[config.mk]
export PLATFORM = sky130hd
export DESIGN_NAME = glyph_outline_path_decoder
export DESIGN_NICKNAME = d
export VERILOG_FILES = /design/src/rtl/gopd_pkg.sv /design/src/rtl/gopd_parser.sv /design/src/rtl/glyph_outline_path_decoder.sv
export SDC_FILE = /design/constraint.sdc
export NUM_CORES = 2
export LEC_CHECK = 0
export BUFFER_PORTS_ARGS = -buffer_cell sky130_fd_sc_hd__buf_2
export CORE_UTILIZATION = 30
export CTS_CLUSTER_DIAMETER = 100
export DETAILED_ROUTE_END_ITERATION = 7
export PLACE_DENSITY_LB_ADDON = 0.15
export SLEW_MARGIN = 20
export SYNTH_ARGS = -nofsm -noshare
export SYNTH_HDL_FRONTEND = slang
export SYNTH_SLANG_ARGS = --single-unit
export TNS_END_PERCENT = 5
[constraint.sdc]
create_clock -name aclk -period 9.2 [get_ports aclk]
set_clock_uncertainty 0.15 [all_clocks]
set_input_delay 2.76 -clock aclk [delete_from_list [all_inputs] [get_ports aclk]]
set_output_delay 2.76 -clock aclk [all_outputs]
set_load 0.01 [all_outputs]
[src/rtl/gopd_pkg.sv]
// ----------------------------------------------------------------------------
// gopd_pkg
// Types and constants shared by the glyph outline path decoder modules.
// ----------------------------------------------------------------------------
`default_nettype none

package gopd_pkg;

    // Path command codes
    typedef enum logic [1:0] {
        CMD_MOVE  = 2'd0,
        CMD_LINE  = 2'd1,
        CMD_QUAD  = 2'd2,
        CMD_CLOSE = 2'd3
    } gopd_cmd_t;

    // Curve record kinds
    localparam logic [15:0] KIND_LINE = 16'd1;
    localparam logic [15:0] KIND_QUAD = 16'd2;

    // Polygon header size in bytes (length, type, start x, start y)
    localparam logic [31:0] HDR_LEN = 32'd16;

    // Result stream data width: four 33-bit coordinates padded to bytes
    localparam int M_DATA_W = 136;

    // One result before the origin is applied.
    // ax/ay: move/line target or quadratic control point (raw 16.16).
    // fx/fy with cx/cy: quadratic end point; the end is f + c, where c is
    // the round-toward-zero correction of a halved negative odd sum.
    typedef struct packed {
        gopd_cmd_t          cmd;
        logic               mal;
        logic               last;
        logic signed [31:0] ax;
        logic signed [31:0] ay;
        logic signed [31:0] fx;
        logic               cx;
        logic signed [31:0] fy;
        logic               cy;
    } gopd_res_t;

    // Results caused by one input byte, in delivery order
    typedef struct packed {
        logic [1:0] count;
        gopd_res_t  first;
        gopd_res_t  second;
    } gopd_emit_t;

endpackage

`default_nettype wire

[src/rtl/gopd_parser.sv]
// ----------------------------------------------------------------------------
// gopd_parser
// Byte-wise outline parser: assembles little-endian fields, tracks the
// polygon length and curve records, and produces up to two results a byte.
// ----------------------------------------------------------------------------
`default_nettype none

module gopd_parser #(
    parameter int LENGTH_BITS = 24
) (
    input  wire logic                aclk,
    input  wire logic                aresetn,
    input  wire logic                accept_i,
    input  wire logic [7:0]          byte_i,
    input  wire logic                last_i,
    output gopd_pkg::gopd_emit_t     emit_o
);

    typedef enum logic [2:0] {
        PH_LEN, PH_TYPE, PH_SX, PH_SY, PH_KIND, PH_COUNT, PH_PX, PH_PY
    } phase_t;

    localparam logic [32:0] LEN_MAX = (33'd1 << LENGTH_BITS) - 33'd1;

    phase_t                   phase_reg, phase_next;
    logic [1:0]               idx_reg, idx_next;
    logic [23:0]              asm_reg, asm_next;
    logic [LENGTH_BITS-1:0]   left_reg, left_next;
    logic                     bad_reg, bad_next;
    logic [15:0]              kind_reg, kind_next;
    logic [15:0]              count_reg, count_next;
    logic [15:0]              pidx_reg, pidx_next;
    logic signed [31:0]       xhold_reg, xhold_next;
    logic signed [31:0]       prevx_reg, prevx_next;
    logic signed [31:0]       prevy_reg, prevy_next;

    logic [31:0]              v;
    logic [32:0]              v_minus;
    logic                     done;
    logic                     mid;
    logic signed [32:0]       sum_x, sum_y;
    logic                     data_vld, close_vld, close_mal;
    gopd_pkg::gopd_res_t      data_res, close_res;

    // Field value with the current byte placed at its lane
    always_comb begin
        case (idx_reg)
            2'd0:    v = {24'd0, byte_i};
            2'd1:    v = {16'd0, byte_i, asm_reg[7:0]};
            2'd2:    v = {8'd0, byte_i, asm_reg[15:0]};
            default: v = {byte_i, asm_reg};
        endcase
    end

    assign v_minus = {1'b0, v} - 33'd4;
    assign sum_x   = {prevx_reg[31], prevx_reg} + {xhold_reg[31], xhold_reg};
    assign sum_y   = {prevy_reg[31], prevy_reg} + {v[31], v};
    assign mid     = ({1'b0, pidx_reg} + 17'd1) < {1'b0, count_reg};

    // Next-state and result logic for one byte
    always_comb begin
        phase_next = phase_reg;
        kind_next  = kind_reg;
        count_next = count_reg;
        pidx_next  = pidx_reg;
        xhold_next = xhold_reg;
        prevx_next = prevx_reg;
        prevy_next = prevy_reg;
        bad_next   = bad_reg;
        data_vld   = 1'b0;
        close_vld  = 1'b0;
        close_mal  = 1'b0;
        data_res   = '0;
        close_res  = '0;

        left_next = (phase_reg != PH_LEN && left_reg != '0) ?
                    left_reg - LENGTH_BITS'(1) : left_reg;

        if (phase_reg == PH_KIND || phase_reg == PH_COUNT) begin
            done = (idx_reg != 2'd0);
        end else begin
            done = (idx_reg == 2'd3);
        end

        if (!done) begin
            idx_next = idx_reg + 2'd1;
            asm_next = v[23:0];
        end else begin
            idx_next = 2'd0;
            asm_next = '0;
            case (phase_reg)
                PH_LEN: begin
                    if (v < gopd_pkg::HDR_LEN) begin
                        bad_next  = 1'b1;
                        left_next = LENGTH_BITS'(gopd_pkg::HDR_LEN - 32'd4);
                    end else if (v_minus > LEN_MAX) begin
                        bad_next  = 1'b1;
                        left_next = LEN_MAX[LENGTH_BITS-1:0];
                    end else begin
                        bad_next  = 1'b0;
                        left_next = v_minus[LENGTH_BITS-1:0];
                    end
                    phase_next = PH_TYPE;
                end
                PH_TYPE: begin
                    phase_next = PH_SX;
                end
                PH_SX: begin
                    xhold_next = v;
                    phase_next = PH_SY;
                end
                PH_SY: begin
                    data_vld     = 1'b1;
                    data_res.cmd = gopd_pkg::CMD_MOVE;
                    data_res.mal = bad_reg;
                    data_res.ax  = xhold_reg;
                    data_res.ay  = v;
                    phase_next   = PH_KIND;
                end
                PH_KIND: begin
                    kind_next  = v[15:0];
                    phase_next = PH_COUNT;
                end
                PH_COUNT: begin
                    count_next = v[15:0];
                    pidx_next  = '0;
                    phase_next = (v[15:0] != '0) ? PH_PX : PH_KIND;
                end
                PH_PX: begin
                    xhold_next = v;
                    phase_next = PH_PY;
                end
                PH_PY: begin
                    if (kind_reg == gopd_pkg::KIND_LINE) begin
                        data_vld     = 1'b1;
                        data_res.cmd = gopd_pkg::CMD_LINE;
                        data_res.ax  = xhold_reg;
                        data_res.ay  = v;
                    end else if (kind_reg == gopd_pkg::KIND_QUAD && pidx_reg != '0) begin
                        // control is the previous point; end is the point
                        // itself or the midpoint, truncated toward zero
                        data_vld     = 1'b1;
                        data_res.cmd = gopd_pkg::CMD_QUAD;
                        data_res.ax  = prevx_reg;
                        data_res.ay  = prevy_reg;
                        if (mid) begin
                            data_res.fx = sum_x[32:1];
                            data_res.cx = sum_x[32] & sum_x[0];
                            data_res.fy = sum_y[32:1];
                            data_res.cy = sum_y[32] & sum_y[0];
                        end else begin
                            data_res.fx = xhold_reg;
                            data_res.fy = v;
                        end
                    end
                    prevx_next = xhold_reg;
                    prevy_next = v;
                    pidx_next  = pidx_reg + 16'd1;
                    phase_next = (pidx_reg + 16'd1 == count_reg) ? PH_KIND : PH_PX;
                end
                default: begin
                    phase_next = PH_LEN;
                end
            endcase
        end

        // Polygon length used up
        if (phase_next != PH_LEN && left_next == '0) begin
            close_vld  = 1'b1;
            close_mal  = bad_next || !(phase_next == PH_KIND && idx_next == 2'd0);
            phase_next = PH_LEN;
            idx_next   = 2'd0;
            asm_next   = '0;
            left_next  = '0;
            bad_next   = 1'b0;
        end

        // Buffer ends: close anything still open
        if (last_i) begin
            if (!(phase_next == PH_LEN && idx_next == 2'd0)) begin
                close_vld = 1'b1;
                close_mal = 1'b1;
            end
            phase_next = PH_LEN;
            idx_next   = 2'd0;
            asm_next   = '0;
            left_next  = '0;
            bad_next   = 1'b0;
        end

        close_res.cmd  = gopd_pkg::CMD_CLOSE;
        close_res.mal  = close_mal;
        close_res.last = 1'b1;
        data_res.last  = !close_vld;

        emit_o.count  = {1'b0, data_vld} + {1'b0, close_vld};
        emit_o.first  = data_vld ? data_res : close_res;
        emit_o.second = close_res;
    end

    // Control state
    always_ff @(posedge aclk) begin
        if (!aresetn) begin
            phase_reg <= PH_LEN;
            idx_reg   <= '0;
            asm_reg   <= '0;
            left_reg  <= '0;
            bad_reg   <= 1'b0;
            kind_reg  <= '0;
            count_reg <= '0;
            pidx_reg  <= '0;
        end else if (accept_i) begin
            phase_reg <= phase_next;
            idx_reg   <= idx_next;
            asm_reg   <= asm_next;
            left_reg  <= left_next;
            bad_reg   <= bad_next;
            kind_reg  <= kind_next;
            count_reg <= count_next;
            pidx_reg  <= pidx_next;
        end
    end

    // Point holding registers, always written before use
    always_ff @(posedge aclk) begin
        if (accept_i) begin
            xhold_reg <= xhold_next;
            prevx_reg <= prevx_next;
            prevy_reg <= prevy_next;
        end
    end

endmodule

`default_nettype wire

[src/rtl/glyph_outline_path_decoder.sv]
// ----------------------------------------------------------------------------
// glyph_outline_path_decoder
// Decodes a native glyph outline byte stream into move, line, quadratic
// and close path commands with the pen origin applied.
// ----------------------------------------------------------------------------
// One outline byte is taken per clock. Each byte yields zero, one or two
// path commands, which go into a four-entry result queue; the result
// stream delivers one command per clock, the cycle after the byte that
// caused it at the earliest. The byte input stalls only while the queue
// holds more than two commands, so the sustained rate is one byte per
// cycle as long as the bytes average at most one command each and the
// result side keeps up; the single result port sets the ceiling.
// Origins are set via APB; the user must do so only while the stream is idle.
`default_nettype none

module glyph_outline_path_decoder #(
    parameter int LENGTH_BITS = 24
) (
    input  wire logic                          aclk,
    input  wire logic                          aresetn,
    // input byte stream
    input  wire logic                          s_tvalid,
    output logic                               s_tready,
    input  wire logic [7:0]                    s_tdata,   // [7:0] data_byte
    input  wire logic                          s_tlast,   // last_byte
    // command stream
    output logic                               m_tvalid,
    input  wire logic                          m_tready,
    // [32:0] end_x, [65:33] end_y, [98:66] ctrl_end_x, [131:99] ctrl_end_y,
    // [135:132] zero
    output logic [gopd_pkg::M_DATA_W-1:0]      m_tdata,
    output logic                               m_tlast,   // last_of_run
    output logic [2:0]                         m_tuser,   // [1:0] command, [2] malformed
    // configuration
    input  wire logic                          psel,
    input  wire logic                          penable,
    input  wire logic                          pwrite,
    input  wire logic [2:0]                    paddr,
    input  wire logic [31:0]                   pwdata,
    output logic [31:0]                        prdata,
    output logic                               pready
);

    localparam int DEPTH = 4;
    localparam int PTR_W = $clog2(DEPTH);
    localparam int CNT_W = PTR_W + 1;

    logic signed [31:0]    origin_x_reg, origin_y_reg;
    gopd_pkg::gopd_res_t   queue_reg [DEPTH];
    logic [PTR_W-1:0]      wr_ptr_reg, rd_ptr_reg;
    logic [CNT_W-1:0]      count_reg, count_next;

    logic                  s_accept, m_accept;
    gopd_pkg::gopd_emit_t  emit;
    gopd_pkg::gopd_res_t   head;
    logic [1:0]            push_cnt;
    logic signed [32:0]    ox, oy, end_x, end_y, ctrl_x, ctrl_y;

    assign s_accept = s_tvalid && s_tready;
    assign m_accept = m_tvalid && m_tready;

    // Parser
    gopd_parser #(
        .LENGTH_BITS (LENGTH_BITS)
    ) u_parser (
        .aclk     (aclk),
        .aresetn  (aresetn),
        .accept_i (s_accept),
        .byte_i   (s_tdata),
        .last_i   (s_tlast),
        .emit_o   (emit)
    );

    // Configuration registers
    assign pready = 1'b1;
    assign prdata = paddr[2] ? origin_y_reg : origin_x_reg;

    always_ff @(posedge aclk) begin
        if (!aresetn) begin
            origin_x_reg <= '0;
            origin_y_reg <= '0;
        end else if (psel && penable && pwrite && pready) begin
            if (paddr[2]) begin
                origin_y_reg <= pwdata;
            end else begin
                origin_x_reg <= pwdata;
            end
        end
    end

    // Result queue: room for two is needed to take a byte
    assign push_cnt   = s_accept ? emit.count : 2'd0;
    assign s_tready   = (count_reg <= CNT_W'(DEPTH - 2));
    assign m_tvalid   = (count_reg != '0);
    assign count_next = count_reg + CNT_W'(push_cnt) - CNT_W'(m_accept);

    always_ff @(posedge aclk) begin
        if (!aresetn) begin
            wr_ptr_reg <= '0;
            rd_ptr_reg <= '0;
            count_reg  <= '0;
        end else begin
            wr_ptr_reg <= wr_ptr_reg + PTR_W'(push_cnt);
            rd_ptr_reg <= rd_ptr_reg + PTR_W'(m_accept);
            count_reg  <= count_next;
        end
    end

    always_ff @(posedge aclk) begin
        if (push_cnt != 2'd0) begin
            queue_reg[wr_ptr_reg] <= emit.first;
        end
        if (push_cnt == 2'd2) begin
            queue_reg[wr_ptr_reg + PTR_W'(1)] <= emit.second;
        end
    end

    // Origin applied at the queue head: x adds, y subtracts
    assign head   = queue_reg[rd_ptr_reg];
    assign ox     = {origin_x_reg[31], origin_x_reg};
    assign oy     = {origin_y_reg[31], origin_y_reg};
    assign end_x  = ox + {head.ax[31], head.ax};
    assign end_y  = oy - {head.ay[31], head.ay};
    assign ctrl_x = ox + {head.fx[31], head.fx} + {32'd0, head.cx};
    assign ctrl_y = oy + ~{head.fy[31], head.fy} + {32'd0, ~head.cy};

    always_comb begin
        m_tdata = '0;
        if (head.cmd != gopd_pkg::CMD_CLOSE) begin
            m_tdata[32:0]  = end_x;
            m_tdata[65:33] = end_y;
        end
        if (head.cmd == gopd_pkg::CMD_QUAD) begin
            m_tdata[98:66]  = ctrl_x;
            m_tdata[131:99] = ctrl_y;
        end
    end

    assign m_tuser = {head.mal, head.cmd};
    assign m_tlast = head.last;

endmodule

`default_nettype wire

==> flow_metrics.env <==
export IMPL_worstPathRequired_ps=6290
export IMPL_worstRegToRegCells=25
export IMPL_synth_seq_area_share_pct=39.17
export IMPL_synthArstFlopShare_pct=0
export IMPL_grt_pass1_wl_um=247200
export IMPL_hp_class="reg2reg"
export IMPL_core_area_um2=144000
export IMPL_synth_area_leaders="dfxtp_1, mux4_2, edfxtp_1, nand2_1, ha_1"
export IMPL_grt_max_degree=97
export IMPL_layout_common_cells="nand2_1, dfxtp_1, o21ai_0"
export IMPL_cts_resized_gates=0
export IMPL_firstDrtPassIters=8
export IMPL_end_kind="output pin"
export IMPL_failed_checks="DRC"
export IMPL_fin_crit_ps=8793
export IMPL_dieHeight_um=383.6
export IMPL_power_density_nw_per_um2=178.2
export IMPL_ios=226
export IMPL_syn2layout_area_growth_pct=15.52
export IMPL_initial_core_util_pct=30.34
export IMPL_ir_drop_uv=127.3
export IMPL_synth_main_ff_cell="dfxtp_1"
export IMPL_synthCells=4860
export IMPL_cts_tree="yes"
export IMPL_power_mw=8.996
export IMPL_core_rowCount=139
export IMPL_rsz0062_at_grt="no"
export IMPL_final_common_cell="nand2_1"
export IMPL_start_kind="flop"
export IMPL_final_util_pct=35.05
export IMPL_crit_type="reg2out"
export IMPL_final_setup_viol_count=0
export IMPL_fmax_mhz=113.7
export IMPL_grt_pass1_vias=35897
export IMPL_die_x_um=383.6
export IMPL_dieArea_um2=147200
export IMPL_critPathArrivalTime_ps=5880
export IMPL_ant_nets=0
export IMPL_synth_top_area_share_pct=32.30
export IMPL_drc=76
export IMPL_fin_crit_sh_pct=95.57
export IMPL_fin_tns_setup_ps=0
export IMPL_drv_slew=0
export IMPL_overflow=0
export IMPL_io_buffers=218
export IMPL_synth_seq_cells=805
export IMPL_relSlewSlack_pct=29.83
export IMPL_post_drt_wl_per_cell_um=24.20
export IMPL_leakagePower_nw=20.07
export IMPL_netlist_area_um2=43700
export IMPL_cts_reportedPaths_clkPinSlew_ps=50
export IMPL_cts_root_buffer="clkbuf_16"
export IMPL_final_hold_violation_count=0
export IMPL_track_usage_pct=22.44
export IMPL_viasPerCell=5.417
export IMPL_hold_start="queue_reg[1][78]"
export IMPL_largest_register_ffs=536
export IMPL_clk_latency_ps=720
export IMPL_synth_avg_cell_area_um2=8.991
export IMPL_nets=5295
export IMPL_clock_sinks=805
export IMPL_cts_setup_buffers=0
export IMPL_drtIter0Drc=2966
export IMPL_place_congestion=0.8891
export IMPL_min_to="queue_reg[1][78]"
export IMPL_yosysWarnings=0
export IMPL_drive_gt1_share_pct=13.92
export IMPL_synth_cell_types=90
export IMPL_cp_max_fo=15
export IMPL_cts_made_buffers=97
export IMPL_reg2reg_to="queue_reg[0][28]"
export IMPL_max_cap_viol_count=0
export IMPL_cts_htree_levels=3
export IMPL_r2r_start="u_parser.pidx_reg[0]"
export IMPL_cts_buffer_depth=3
export IMPL_worst_slew_pin_slew_ps=1050
export IMPL_wl_um=169500
export IMPL_synth_edff_count=100
export IMPL_status="finished, violations left"
export IMPL_dp_hpwl_um=123500
export IMPL_vias=37938
export IMPL_cts_hold_buf=0
export IMPL_hold_depth=2
export IMPL_antenna_found_initial=17
export IMPL_r2r_setup_slack_ps=1980
export IMPL_synth_area_leader_cell="dfxtp_1"
how the worst max path moves through the flow:
stage,startpoint,end,slack [ps],depth (start not counted)
2_1_floorplan,rd_ptr_reg[0],m_tdata[29],1440,17
3_3_place_gp,s_tdata[0],queue_reg[0][28],770,17
3_5_place_dp,s_tdata[0],queue_reg[0][28],780,16
4_1_cts,rd_ptr_reg[0],m_tdata[29],350,16
5_1_grt,rd_ptr_reg[0],m_tdata[93],9,16
6_report,rd_ptr_reg[0],m_tdata[65],410,18
critical path: stages (launching register included):
cell	delay (ps)
dfxtp_4	630
buf_4	400
mux4_2	560
inv_1	100
ha_1	330
a21o_1	200
a21oi_1	160
a21boi_0	160
nor3_1	390
o31ai_1	240
a41oi_1	250
buf_4	150
o21ai_0	210
o31a_1	340
o21a_1	190
o21ai_0	210
nand3_1	110
a21oi_1	300
buf_2	200
metal layers:
metal / GRT usage [%] / share of wire (%)
met3: 2.987 / 5.4
met2: 35.81 / 45
met4: 5.482 / 1.9
met1: 31.81 / 47
met5: 0 / 0.014
cell type report:
class	count	area, µm²
diodes	7	17.52
clock buffers	142	2844
clock inverters	39	376.6
fillers	15015	93530
inverters	191	718.2
multi-input cells	3583	24880
flip-flops and latches	805	17120
well taps	1903	2381
repair buffers	334	2140
cell families (layout without fill, tap and decap cells):
family                   after synthesis  after routing  synth area share (%)
buffers and inverters                475            706                 4.244
AO/OA/AOI/OAI                       1468           1468                 22.22
flip-flops                           805            805                 39.17
multiplexers                         183            183                 8.138
other                                  2             12               0.01719
adder cells (fa/ha/maj)              232            232                 6.798
XOR/XNOR                             183            183                 3.668
AND/OR/NAND/NOR                     1512           1512                 15.74
Yosys cell counts, types with 10 or more instances:
master and n:
o21a_1 31, a31oi_1 26, or3_1 23, clkbuf_1 236
nor2b_1 44, o31ai_1 24, mux2i_1 11, o211a_1 32
edfxtp_1 100, ha_1 223, buf_1 30, nand2b_1 49
nand3_1 56, mux4_2 134, o221ai_1 13, a22oi_1 80
nor3_1 75, a22o_1 213, nand4_1 34, nor4_1 20
nand3b_1 19, or2_2 11, nand2_1 744, o21ai_1 12
dfxtp_1 705, o21bai_1 13, and3_1 35, a211oi_1 27
inv_1 185, nor2_1 293, a21o_1 85, or4_1 11
o211ai_1 20, a211o_1 13, o21ai_0 534, xnor2_1 106
and4_1 10, mux2_2 38, xor2_1 77, a21boi_0 75
a21oi_1 179, and2_1 53
through the flow:
stage          std cells  worst slack, ps  instance area (µm²)  hold slack (ps)
3_3_place_gp        6816            774.0                47240            278.3
6_report            7004            407.5                50480            297.8
3_5_place_dp        6816            782.2                47240            287.7
2_1_floorplan       4863             1438                43710            268.7
5_1_grt             7000            9.326                50470            321.1
4_1_cts             6997            353.8                50460            302.4
report_power, final:
part           switching, mW  internal (mW)
sequential            0.0658           3.59
clock                   1.62           2.27
combinational          0.959          0.494
Power figures use the tool's default switching activity.
